--- src/rtl/scms_pkg.sv ---
// Package: types, constants and command codes of the sparse column matrix store.
`timescale 1ns / 1ps
package scms_pkg;

	localparam int MAX_ROWS    = 1024;
	localparam int MAX_COLS    = 64;
	localparam int MAX_NZ      = 256;

	localparam int ROW_W       = 10;
	localparam int COL_W       = 6;
	localparam int VAL_W       = 32;
	localparam int PTR_W       = 9;	// column pointers and entry counts, 0..MAX_NZ
	localparam int NROWS_W     = 11;
	localparam int NCOLS_W     = 7;
	localparam int CADDR_W     = 7;	// pointer table address, 0..MAX_COLS
	localparam int EADDR_W     = 8;	// entry memory address
	localparam int CFG_W       = 11;
	localparam int CFG_IDX_W   = 1;

	localparam logic [1:0] ST_OK    = 2'd0;
	localparam logic [1:0] ST_RANGE = 2'd1;
	localparam logic [1:0] ST_FULL  = 2'd2;

	localparam logic [CFG_IDX_W-1:0] REG_NUM_ROWS = 1'b0;
	localparam logic [CFG_IDX_W-1:0] REG_NUM_COLS = 1'b1;

	localparam logic [NROWS_W-1:0] NUM_ROWS_RST = NROWS_W'(MAX_ROWS);
	localparam logic [NCOLS_W-1:0] NUM_COLS_RST = NCOLS_W'(MAX_COLS);

	typedef struct packed {
		logic                    operation;
		logic [ROW_W-1:0]        row;
		logic [COL_W-1:0]        col;
		logic signed [VAL_W-1:0] new_value;
	} in_item_t;

	typedef struct packed {
		logic signed [VAL_W-1:0] result_value;
		logic [1:0]              status;
	} out_item_t;

	// Commands from the controller to the datapath
	typedef enum logic [4:0] {
		CMD_NONE,
		CMD_LOAD,
		CMD_PTR_RD_S,
		CMD_PTR_RD_E,
		CMD_SCAN_INIT,
		CMD_SCAN_RD,
		CMD_SCAN_CMP,
		CMD_UPDATE,
		CMD_DEL_INIT,
		CMD_DEL_RD,
		CMD_DEL_WR,
		CMD_DEL_END,
		CMD_INS_INIT,
		CMD_INS_RD,
		CMD_INS_WR,
		CMD_INS_PUT,
		CMD_ADJ_RD,
		CMD_ADJ_WR,
		CMD_FULL,
		CMD_FINISH
	} cmd_t;

	// Status from the datapath to the controller
	typedef struct packed {
		logic range_err;
		logic is_read;
		logic nv_zero;
		logic found;
		logic full;
		logic scan_more;
		logic scan_stop;
		logic del_more;
		logic ins_more;
		logic adj_more;
	} dp_status_t;

endpackage

--- src/rtl/scms_ctrl.sv ---
// Controller state machine of the sparse column matrix store.
`timescale 1ns / 1ps
module scms_ctrl (
	input  logic                clk,
	input  logic                arst_n,
	input  logic                in_valid,
	output logic                in_stall,
	output logic                out_valid,
	input  logic                out_stall,
	input  scms_pkg::dp_status_t st,
	output scms_pkg::cmd_t      cmd
);
	import scms_pkg::*;

	typedef enum logic [3:0] {
		S_IDLE,
		S_CHECK,
		S_PTR_E,
		S_SCAN_INIT,
		S_SCAN_RD,
		S_SCAN_CMP,
		S_DECIDE,
		S_DEL_RD,
		S_DEL_WR,
		S_INS_RD,
		S_INS_WR,
		S_ADJ_RD,
		S_ADJ_WR,
		S_DONE
	} state_t;

	state_t state_q;
	state_t state_d;
	logic   out_valid_q;
	logic   slot_free;

	assign in_stall  = (state_q != S_IDLE);
	assign out_valid = out_valid_q;
	assign slot_free = !out_valid_q || !out_stall;

	// Choose the command and the next state
	always_comb begin
		state_d = state_q;
		cmd     = CMD_NONE;
		case (state_q)
			S_IDLE: begin
				if (in_valid) begin
					cmd     = CMD_LOAD;
					state_d = S_CHECK;
				end
			end
			S_CHECK: begin
				cmd     = CMD_PTR_RD_S;
				state_d = st.range_err ? S_DONE : S_PTR_E;
			end
			S_PTR_E: begin
				cmd     = CMD_PTR_RD_E;
				state_d = S_SCAN_INIT;
			end
			S_SCAN_INIT: begin
				cmd     = CMD_SCAN_INIT;
				state_d = S_SCAN_RD;
			end
			S_SCAN_RD: begin
				cmd     = CMD_SCAN_RD;
				state_d = st.scan_more ? S_SCAN_CMP : S_DECIDE;
			end
			S_SCAN_CMP: begin
				cmd     = CMD_SCAN_CMP;
				state_d = st.scan_stop ? S_DECIDE : S_SCAN_RD;
			end
			S_DECIDE: begin
				state_d = S_DONE;
				if (!st.is_read) begin
					if (st.found) begin
						if (st.nv_zero) begin
							cmd     = CMD_DEL_INIT;
							state_d = S_DEL_RD;
						end else begin
							cmd = CMD_UPDATE;
						end
					end else if (!st.nv_zero) begin
						if (st.full) begin
							cmd = CMD_FULL;
						end else begin
							cmd     = CMD_INS_INIT;
							state_d = S_INS_RD;
						end
					end
				end
			end
			S_DEL_RD: begin
				if (st.del_more) begin
					cmd     = CMD_DEL_RD;
					state_d = S_DEL_WR;
				end else begin
					cmd     = CMD_DEL_END;
					state_d = S_ADJ_RD;
				end
			end
			S_DEL_WR: begin
				cmd     = CMD_DEL_WR;
				state_d = S_DEL_RD;
			end
			S_INS_RD: begin
				if (st.ins_more) begin
					cmd     = CMD_INS_RD;
					state_d = S_INS_WR;
				end else begin
					cmd     = CMD_INS_PUT;
					state_d = S_ADJ_RD;
				end
			end
			S_INS_WR: begin
				cmd     = CMD_INS_WR;
				state_d = S_INS_RD;
			end
			S_ADJ_RD: begin
				if (st.adj_more) begin
					cmd     = CMD_ADJ_RD;
					state_d = S_ADJ_WR;
				end else begin
					state_d = S_DONE;
				end
			end
			S_ADJ_WR: begin
				cmd     = CMD_ADJ_WR;
				state_d = S_ADJ_RD;
			end
			S_DONE: begin
				if (slot_free) begin
					cmd     = CMD_FINISH;
					state_d = S_IDLE;
				end
			end
			default: begin
				state_d = S_IDLE;
			end
		endcase
	end

	// Hold state and the output valid flag
	always_ff @(posedge clk or negedge arst_n) begin
		if (!arst_n) begin
			state_q     <= S_IDLE;
			out_valid_q <= 1'b0;
		end else begin
			state_q <= state_d;
			if (cmd == CMD_FINISH) begin
				out_valid_q <= 1'b1;
			end else if (!out_stall) begin
				out_valid_q <= 1'b0;
			end
		end
	end

endmodule

--- config.mk ---
export PLATFORM = sky130hd
export DESIGN_NAME = scms_ctrl
export DESIGN_NICKNAME = d
export VERILOG_FILES = /design/src/rtl/scms_pkg.sv /design/src/rtl/scms_ctrl.sv
export SDC_FILE = /design/constraint.sdc
export NUM_CORES = 1
export LEC_CHECK = 0
export ABC_AREA = 1
export BUFFER_PORTS_ARGS = -buffer_cell sky130_fd_sc_hd__buf_4
export CORE_AREA = 2 2 41 43
export CTS_CLUSTER_SIZE = 20
export DETAILED_ROUTE_END_ITERATION = 8
export DIE_AREA = 0 0 43 45
export GPL_TIMING_DRIVEN = 0
export PLACE_DENSITY = 0.8
export SYNTH_ARGS = -nofsm -noshare
export SYNTH_HDL_FRONTEND = slang
export SYNTH_SLANG_ARGS = --single-unit
--- constraint.sdc ---
create_clock -name clk -period 1.3 [get_ports clk]
set_clock_uncertainty 0.15 [all_clocks]
set_input_delay 0.13 -clock clk [delete_from_list [all_inputs] [get_ports clk]]
set_output_delay 0.13 -clock clk [all_outputs]
set_load 0.02 [all_outputs]
==> flow_metrics.env, run 1 <==
export IMPL_p_sw_w=0.001318
export IMPL_whs_endpoint="out_valid"
export IMPL_p_clk_share_pct=7.7
export IMPL_violations="setup timing"
export IMPL_ir_drop_v=0.001250
export IMPL_cap_viol_max_count=0
export IMPL_hold_depth=3
export IMPL_hpwl_um=1356
export IMPL_worstPathCellList="buf_6, nor2_4, buf_4, a21oi_2, nand4_1, buf_4"
export IMPL_worstMarginPinSlew_ns=0.2376
export IMPL_clk_latency_ns=0.25
export IMPL_hold_worst_slack_ns=0.008216
export IMPL_power_share_switching_pct=53.38
export IMPL_cellInternalPower_w=0.001150
export IMPL_required_ns=1.02
export IMPL_final_core_util_pct=66.41
export IMPL_synth_area_um2=599.3
export IMPL_die_h_um=45
export IMPL_avgSynthCellArea_um2=5.763
export IMPL_clk_pin_slew_ns=0.05
export IMPL_cp_max_fo=6
export IMPL_combPwrFrac_pct=76.1
export IMPL_critPathSlowestCell="dfrtp_2"
export IMPL_path_class="register to primary output"
export IMPL_synth_net_count=118
export IMPL_reg2reg_to="state_q[0]"
export IMPL_nFillCells=118
export IMPL_regArea_um2=130.1
export IMPL_final_net_count=153
export IMPL_power_leakage_nw=0.5300
export IMPL_synth_edf_count=0
export IMPL_grt_first_pass_wirelength_um=3015
export IMPL_multi_input_area_um2=484.2
export IMPL_gr_usage_all_layers_pct=20.66
export IMPL_drc_errors=0
export IMPL_hp_start="out_stall"
export IMPL_finalCritPeriodShare_pct=140.1
export IMPL_hold_path_class="primary input to register"
export IMPL_rr_startpoint="state_q[3]"
export IMPL_yosysUniqueCellTypes=16
export IMPL_cts_max_path_buffers=2
export IMPL_drt_iter0_markers=20
export IMPL_via_per_inst=5.565
export IMPL_crit_top_cell="buf_4"
export IMPL_yosys_cell_count_top_type="nand2_1"
export IMPL_finalWirelength_um=2134
export IMPL_cts_root_buf="clkbuf_4"
export IMPL_worst_ep_arrival_time_ns=1.54
export IMPL_antenna_found_initial=0
export IMPL_synth_flop_cell="dfrtp_1"
export IMPL_cts_max_level=1
export IMPL_num_rows=14
export IMPL_setup_ws_ns=-0.5215
export IMPL_grt_pass1_vias=777
export IMPL_relSlewSlack_pct=84.04
export IMPL_portBuffers=20
export IMPL_place_area_um2=787.0
export IMPL_r2r_slack_ns=-0.33
export IMPL_yosysSeqAreaShare_pct=20.88
export IMPL_synth_common_cells="24 x nand2_1, 20 x inv_1, 11 x nand3_1, 11 x nor2_1"
export IMPL_ant_nets=0
export IMPL_period_minus_slack_ns=1.821
export IMPL_routabilityCongestion=0.8733
export IMPL_netlist_instances=104
export IMPL_drive_gt1_share_pct=51.45
export IMPL_numCtsBuffers=3
export IMPL_hold_viol_final=0
export IMPL_power_frac_seq_pct=16.2
export IMPL_ios=21
export IMPL_rsz0062_at_grt="true"
export IMPL_critPathLaunchType="register"
export IMPL_vias=857
export IMPL_yosys_warnings=0
export IMPL_worstSetupEndpointType="primary output"
export IMPL_start_util_pct=40.73
export IMPL_diodes=0
export IMPL_preCtsSetupSlack_ns=-0.2535
export IMPL_cts_tree="yes"
export IMPL_drtPass1Iterations=4
export IMPL_overflow=0
export IMPL_routedWlPerCell_um=13.86
export IMPL_slew_violations=0
export IMPL_fin_area_um2=977.2
export IMPL_synth_top_area_cell="dfrtp_1"
export IMPL_setup_viol=10
export IMPL_critPathMaxStageDelay_ns=0.47
export IMPL_dieArea_um2=1935
export IMPL_grt_max_degree=8
export IMPL_core_um2=1471
export IMPL_power_density_nw_per_um2=2526
export IMPL_fmax_mhz=549.0
export IMPL_status="finished with violations"
export IMPL_cts_sinks=5
export IMPL_worstRegToRegCells=9
export IMPL_synth_async_reset_ratio_pct=100.0
export IMPL_synth_top_area_share_pct=20.88
export IMPL_chipWidth_um=43
export IMPL_syn_to_final_growth_pct=63.05
export IMPL_ys_seq_elements=5
export IMPL_synth_area_leaders="dfrtp_1 21%, nand2_1 15%, inv_1 13%, nand3_1 9.2%, nor2_4 7.5%"
registers in the layout (all words and copies together), names as in the netlist:
| signal | cells |
|---|---|
| out_valid | 1 |
| state_q | 4 |
routing by layer:
metal	global-route usage, %	wire [um]	share of wire [%]
met5	0	0	0
met1	23.89	825	39
met4	7.273	83	3.9
met2	37.27	1062	50
met3	5.200	163	7.6
kinds of logic after synthesis:
logic type / synth area share (%)
AOI/OAI and AO/OA: 11.48
buffers and inverters: 13.15
DFF: 20.88
and+or+nand+nor: 54.49
placed cells by master (no fill, tap or decap), types with 2 or more instances in the layout:
cell,netlist,routed
o211ai_1,2,2
dfrtp_2,0,4
nor2_1,11,7
buf_6,0,2
nor3_2,0,2
nor2_2,2,2
nand2_1,24,17
a21oi_2,0,2
inv_1,20,13
clkbuf_4,0,3
buf_4,0,27
o21ai_0,6,3
nand3_1,11,10
nor2_4,4,8
nand4_1,6,6
inv_2,1,7
o21ai_1,0,2
nand2_4,0,2
nand2_2,2,7
nor3_1,5,3
o21ai_2,1,2
layout make-up:
| cell class | count | share of cell area, % |
|---|---|---|
| Inverter | 21 | 8.323 |
| Timing Repair Buffer | 30 | 24.07 |
| Multi-Input combinational cell | 78 | 49.55 |
| Sequential cell | 5 | 13.32 |
| Tap cell | 16 | 2.049 |
| Clock buffer | 4 | 2.689 |
power by group through the flow:
stage	Combinational, W	Sequential, W	Clock (W)
2_1_floorplan	0.000975	0.000337	0
3_3_place_gp	0.00141	0.000345	0
3_5_place_dp	0.00142	0.000348	0
4_1_cts	0.00171	0.000370	0.000185
5_1_grt	0.00201	0.000408	0.000201
6_report	0.00188	0.000401	0.000190
per-stage QoR:
| step | std cells | total power [W] | TNS (ns) |
|---|---|---|---|
| 3_5_place_dp | 140 | 0.001773 | -1.364 |
| 6_report | 154 | 0.002468 | -3.770 |
| 2_1_floorplan | 104 | 0.001313 | -0.4678 |
| 5_1_grt | 154 | 0.002619 | -4.247 |
| 3_3_place_gp | 140 | 0.001760 | -1.372 |
| 4_1_cts | 151 | 0.002270 | -2.971 |
how the worst max path moves through the flow:
stage               start     end  cells after the start
2_1_floorplan  state_q[2]  cmd[4]                      5
3_3_place_gp   state_q[1]  cmd[4]                      6
3_5_place_dp   state_q[1]  cmd[4]                      6
4_1_cts        state_q[3]  cmd[4]                      7
5_1_grt        state_q[1]  cmd[4]                      6
6_report       state_q[3]  cmd[2]                      6
critical path, delay by kind of cell, from the launching register on:
| family | cells | cell delay (ns) |
|---|---|---|
| buffers and inverters | 3 | 0.47 |
| flip-flops | 1 | 0.47 |
| AND/OR/NAND/NOR | 2 | 0.30 |
| AO/OA/AOI/OAI | 1 | 0.06 |
what timing repair did:
item,in CTS,in global routing
endpoints found under the setup margin,10,11
gates resized for setup,21,10
pin swaps,8,10
hold buffers,1,0
endpoints found under the hold margin,5,0
setup buffers,8,3
Note: power is estimated with default switching activity, not from simulation.
==> inputs of run 2 (changes only) <==
==> constraint.sdc (replaced) <==
create_clock -name clk -period 1.3 [get_ports clk]
set_clock_uncertainty 0.15 [all_clocks]
set_input_delay 0 -clock clk [delete_from_list [all_inputs] [get_ports clk]]
set_output_delay 0 -clock clk [all_outputs]
set_load 0.02 [all_outputs]
==> flow_metrics.env, run 2 (same netlist as run 1, synthesis figures left out) <==
export IMPL_status="finished with violations"
export IMPL_violations="hold timing, setup timing"
export IMPL_power_density_nw_per_um2=2388
export IMPL_clk_pin_slew_ns=0.04
export IMPL_hold_worst_slack_ns=-0.1520
export IMPL_drive_gt1_share_pct=48.99
export IMPL_cts_max_level=1
export IMPL_hpwl_um=1411
export IMPL_final_net_count=164
export IMPL_wl_met3_um=199
export IMPL_r2r_slack_ns=-0.33
export IMPL_ant_nets=0
export IMPL_period_minus_slack_ns=1.686
export IMPL_required_ns=1.15
export IMPL_cts_tree="yes"
export IMPL_cp_max_fo=4
export IMPL_drt_iter0_markers=40
export IMPL_overflow=0
export IMPL_final_cell_mix="30 x buf_4, 18 x nand2_1, 12 x inv_1"
export IMPL_critPathLaunchType="register"
export IMPL_gr_usage_all_layers_pct=23.93
export IMPL_hold_path_class="primary input to register"
export IMPL_critPathSlowestCell="dfrtp_2"
export IMPL_setup_ws_ns=-0.3861
export IMPL_critPathMaxStageDelay_ns=0.44
export IMPL_ir_drop_v=0.001268
export IMPL_power_leakage_nw=0.5641
export IMPL_preCtsSetupSlack_ns=-0.1912
export IMPL_routabilityCongestion=0.8568
export IMPL_grt_first_pass_wirelength_um=3443
export IMPL_met1_length_um=875
export IMPL_cts_root_buf="clkbuf_4"
export IMPL_numCtsBuffers=3
export IMPL_setup_viol=10
export IMPL_diodes=0
export IMPL_via_per_inst=5.594
export IMPL_dieArea_um2=1935
export IMPL_drc_errors=0
export IMPL_slew_violations=0
export IMPL_cts_sinks=5
export IMPL_routedWlPerCell_um=14.48
export IMPL_path_class="register to primary output"
export IMPL_relSlewSlack_pct=82.15
export IMPL_routed_top_layer="met4"
export IMPL_totalPowerFinal_w=0.002569
export IMPL_crit_top_cell="buf_4"
export IMPL_antenna_found_initial=0
export IMPL_drtPass1Iterations=4
export IMPL_dr_wl_met2_um=1223
export IMPL_hold_viol_final=1
export IMPL_grt_max_degree=8
export IMPL_portBuffers=20
export IMPL_syn_to_final_growth_pct=79.54
export IMPL_nFillCells=123
export IMPL_chipWidth_um=43
export IMPL_layout_commonest_cell="buf_4"
export IMPL_vias=923
export IMPL_worst_ep_arrival_time_ns=1.54
export IMPL_worstMarginPinSlew_ns=0.2657
export IMPL_worstSetupEndpointType="primary output"
export IMPL_core_um2=1471
export IMPL_fmax_mhz=593.1
export IMPL_largest_reg_flops=4
export IMPL_rsz0062_at_grt="true"
export IMPL_start_util_pct=40.73
export IMPL_ios=21
export IMPL_cts_hold_buf=9
export IMPL_finalCritPeriodShare_pct=129.7
export IMPL_grt_pass1_vias=826
export IMPL_clk_latency_ns=0.24
export IMPL_finalWirelength_um=2389
export IMPL_worstPathCellList="buf_6, nor2_4, buf_4, a21oi_2, nand4_1, buf_4"
export IMPL_cts_max_path_buffers=2
export IMPL_place_area_um2=782.0
export IMPL_die_h_um=45
export IMPL_cap_viol_max_count=0
export IMPL_fin_area_um2=1076
export IMPL_num_rows=14
export IMPL_top_register="state_q"
## run 2: critical path: cells and delay by family (launching register included)
family / cells / cell delay (ns)
AND/OR/NAND/NOR: 2 / 0.18
AO/OA/AOI/OAI: 1 / 0.18
flip-flops: 1 / 0.44
buffers and inverters: 3 / 0.48
## run 2: what timing repair did
action                                 CTS  global route
pin swaps                                8             5
setup buffers                            8             4
endpoints found under the hold margin    9             1
resized for setup                       21            14
setup endpoints to repair               10            10
## run 2: final cells by class
| type | instances | area [um^2] | area share, % |
|---|---|---|---|
| flip-flops and latches | 5 | 130.1 | 12.09 |
| well taps | 16 | 20.02 | 1.860 |
| clock buffers | 4 | 26.28 | 2.442 |
| multi-input cells | 78 | 480.5 | 44.65 |
| repair buffers | 41 | 337.8 | 31.40 |
| inverters | 21 | 81.33 | 7.558 |
## run 2: path summary, 6_finish.rpt
check | startpoint | end | cells after the start
max | state_q[3] | cmd[2] | 6
min | out_stall | out_valid | 3
max reg2reg | state_q[3] | state_q[2] | 7
min reg2reg | out_valid | out_valid | 2
max in group asynchronous | arst_n | state_q[0] | 3
min in group asynchronous | arst_n | out_valid | 3
## run 2: where the power goes
group / internal [W] / total [W] / switching [W]
combinational: 0.000839 / 0.00199 / 0.00115
clock: 0.000116 / 0.000182 / 0.0000658
sequential: 0.000243 / 0.000395 / 0.000153
## run 2: stage by stage
step	setup TNS [ns]	util, %	std cells
2_1_floorplan	-0.05600	-	104
3_3_place_gp	-0.9382	53.15	140
3_5_place_dp	-1.018	53.15	140
4_1_cts	-2.245	68.20	161
5_1_grt	-3.330	73.13	165
6_report	-2.664	73.13	165
## run 2: routing by layer
| layer | up-vias | global-route usage (%) |
|---|---|---|
| met4 | 0 | 9.697 |
| met2 | 68 | 45.15 |
| met1 | 413 | 25.80 |
| met5 | - | 0 |
| li1 | 428 | - |
| met3 | 14 | 5.600 |
==> inputs of run 3 (changes only) <==
--- a/config.mk
+++ b/config.mk
@@ -7,12 +7,12 @@
 export LEC_CHECK = 0
 export ABC_AREA = 1
 export BUFFER_PORTS_ARGS = -buffer_cell sky130_fd_sc_hd__buf_4
-export CORE_AREA = 2 2 41 43
+export CORE_AREA = 2 2 39 41
 export CTS_CLUSTER_SIZE = 20
 export DETAILED_ROUTE_END_ITERATION = 8
-export DIE_AREA = 0 0 43 45
+export DIE_AREA = 0 0 41 43
 export GPL_TIMING_DRIVEN = 0
-export PLACE_DENSITY = 0.8
+export PLACE_DENSITY = 0.84
 export SYNTH_ARGS = -nofsm -noshare
 export SYNTH_HDL_FRONTEND = slang
 export SYNTH_SLANG_ARGS = --single-unit
==> constraint.sdc (replaced) <==
create_clock -name clk -period 1.6 [get_ports clk]
set_clock_uncertainty 0.15 [all_clocks]
set_input_delay 0 -clock clk [delete_from_list [all_inputs] [get_ports clk]]
set_output_delay 0 -clock clk [all_outputs]
set_load 0.02 [all_outputs]
==> flow_metrics.env, run 3 (same netlist as run 1, synthesis figures left out) <==
export IMPL_dieArea_um2=1763
export IMPL_cellInternalPower_w=0.0009942
export IMPL_ios=21
export IMPL_gr_usage_all_layers_pct=24.85
export IMPL_clk_pin_slew_ns=0.05
export IMPL_p_clk_share_pct=7.6
export IMPL_fmax_mhz=597.1
export IMPL_diodes=0
export IMPL_status="finished with violations"
export IMPL_hold_path_class="primary input to register"
export IMPL_worstMarginPinSlew_ns=0.2429
export IMPL_largest_reg_flops=4
export IMPL_stdcell_count=168
export IMPL_clk_latency_ns=0.25
export IMPL_power_frac_seq_pct=14.8
export IMPL_preCtsSetupSlack_ns=0.1101
export IMPL_violations="setup timing"
export IMPL_drt_iter0_markers=46
export IMPL_start_util_pct=43.31
export IMPL_cts_max_level=1
export IMPL_num_rows=14
export IMPL_cts_root_buf="clkbuf_4"
export IMPL_ir_drop_v=0.001132
export IMPL_die_h_um=43
export IMPL_power_share_switching_pct=51.42
export IMPL_overflow=0
export IMPL_hold_worst_slack_ns=0.05617
export IMPL_layout_commonest_cell="buf_4"
export IMPL_dpl_cell_count=140
export IMPL_cts_max_path_buffers=2
export IMPL_finalCritPeriodShare_pct=104.7
export IMPL_vias=895
export IMPL_cts_tree="yes"
export IMPL_drc_errors=0
export IMPL_drive_gt1_share_pct=44.74
export IMPL_required_ns=1.45
export IMPL_syn_to_final_growth_pct=79.33
export IMPL_setup_ws_ns=-0.07462
export IMPL_routabilityCongestion=0.9385
export IMPL_ant_nets=0
export IMPL_worst_ep_arrival_time_ns=1.52
export IMPL_grt_first_pass_wirelength_um=3063
export IMPL_core_um2=1384
export IMPL_nFillCells=99
export IMPL_finalWirelength_um=2154
export IMPL_final_cell_mix="32 x buf_4, 17 x nand2_1, 14 x inv_1"
export IMPL_numCtsBuffers=3
export IMPL_slew_violations=0
export IMPL_worstSetupEndpointType="primary output"
export IMPL_antenna_found_initial=0
export IMPL_worstRegToRegCells=8
export IMPL_p_sw_w=0.001052
export IMPL_combPwrFrac_pct=77.6
export IMPL_hpwl_um=1327
export IMPL_hold_depth=6
export IMPL_routedWlPerCell_um=12.82
export IMPL_power_density_nw_per_um2=1904
export IMPL_critPathLaunchType="register"
export IMPL_chipWidth_um=41
export IMPL_hold_viol_final=0
export IMPL_via_per_inst=5.327
export IMPL_cp_max_fo=5
export IMPL_relSlewSlack_pct=83.68
export IMPL_cts_sinks=5
export IMPL_drtPass1Iterations=7
export IMPL_setup_viol=4
export IMPL_grt_pass1_vias=773
export IMPL_final_core_util_pct=77.67
export IMPL_final_net_count=167
export IMPL_rsz0062_at_grt="true"
export IMPL_portBuffers=20
export IMPL_power_leakage_nw=0.5748
export IMPL_totalPowerFinal_w=0.002046
export IMPL_path_class="register to primary output"
export IMPL_grt_max_degree=8
export IMPL_top_register="state_q"
export IMPL_cap_viol_max_count=0
export IMPL_period_minus_slack_ns=1.675
[run 3: critical path, cell delays in order, from the launching register on]
cell and delay [ns]:
dfrtp_1 0.42, inv_2 0.09, nor2_4 0.18, inv_2 0.08
o21ai_1 0.18, a21oi_2 0.07, nand4_1 0.12, buf_6 0.13
[run 3: final timing paths]
kind                             from          to  slack [ns]
max                        state_q[0]      cmd[2]       -0.07
min                             st[2]  state_q[1]        0.06
max reg2reg                state_q[0]  state_q[2]        0.04
min reg2reg                 out_valid   out_valid        0.36
max in group asynchronous      arst_n  state_q[3]        0.57
min in group asynchronous      arst_n   out_valid        0.51
[run 3: layer usage]
metal	track usage (%)	up-vias	wire [um]	part of all wire, %
met5	0	-	0	0
met4	4.000	0	21	0.97
met3	4.712	4	181	8.4
met2	41.56	59	1115	52
met1	32.13	400	835	39
li1	-	432	-	-
[run 3: through the flow]
step / cell area (um^2) / setup TNS, ns
finish: 1075 / -0.2479
global route: 1075 / -0.6891
CTS: 968.4 / -0.08766
detailed placement: 769.5 / 0
global placement: 769.5 / 0
floorplan: 599.3 / 0
[run 3: area by class of cell]
class / count / area [um^2] / share of cell area [%]
inverter: 21 / 78.83 / 7.334
sequential: 5 / 128.9 / 11.99
clock buffer: 4 / 26.28 / 2.445
multi-input combinational: 78 / 459.2 / 42.72
timing repair buffer: 44 / 361.6 / 33.64
tap: 16 / 20.02 / 1.863
[run 3: repair_timing]
item | in CTS | in global routing
setup endpoints to repair | 5 | 5
hold endpoints to repair | 9 | 0
resized for setup | 13 | 18
buffers inserted | 5 | 8
hold buffers | 11 | 0
pin swaps | 1 | 8
[run 3: power by group through the flow]
| stage | combinational, W | clock [W] | sequential [W] |
|---|---|---|---|
| finish | 0.00159 | 0.000156 | 0.000304 |
| global route | 0.00170 | 0.000170 | 0.000307 |
| CTS | 0.00125 | 0.000150 | 0.000286 |
| detailed placement | 0.00111 | 0 | 0.000271 |
| global placement | 0.00111 | 0 | 0.000267 |
| floorplan | 0.000752 | 0 | 0.000261 |
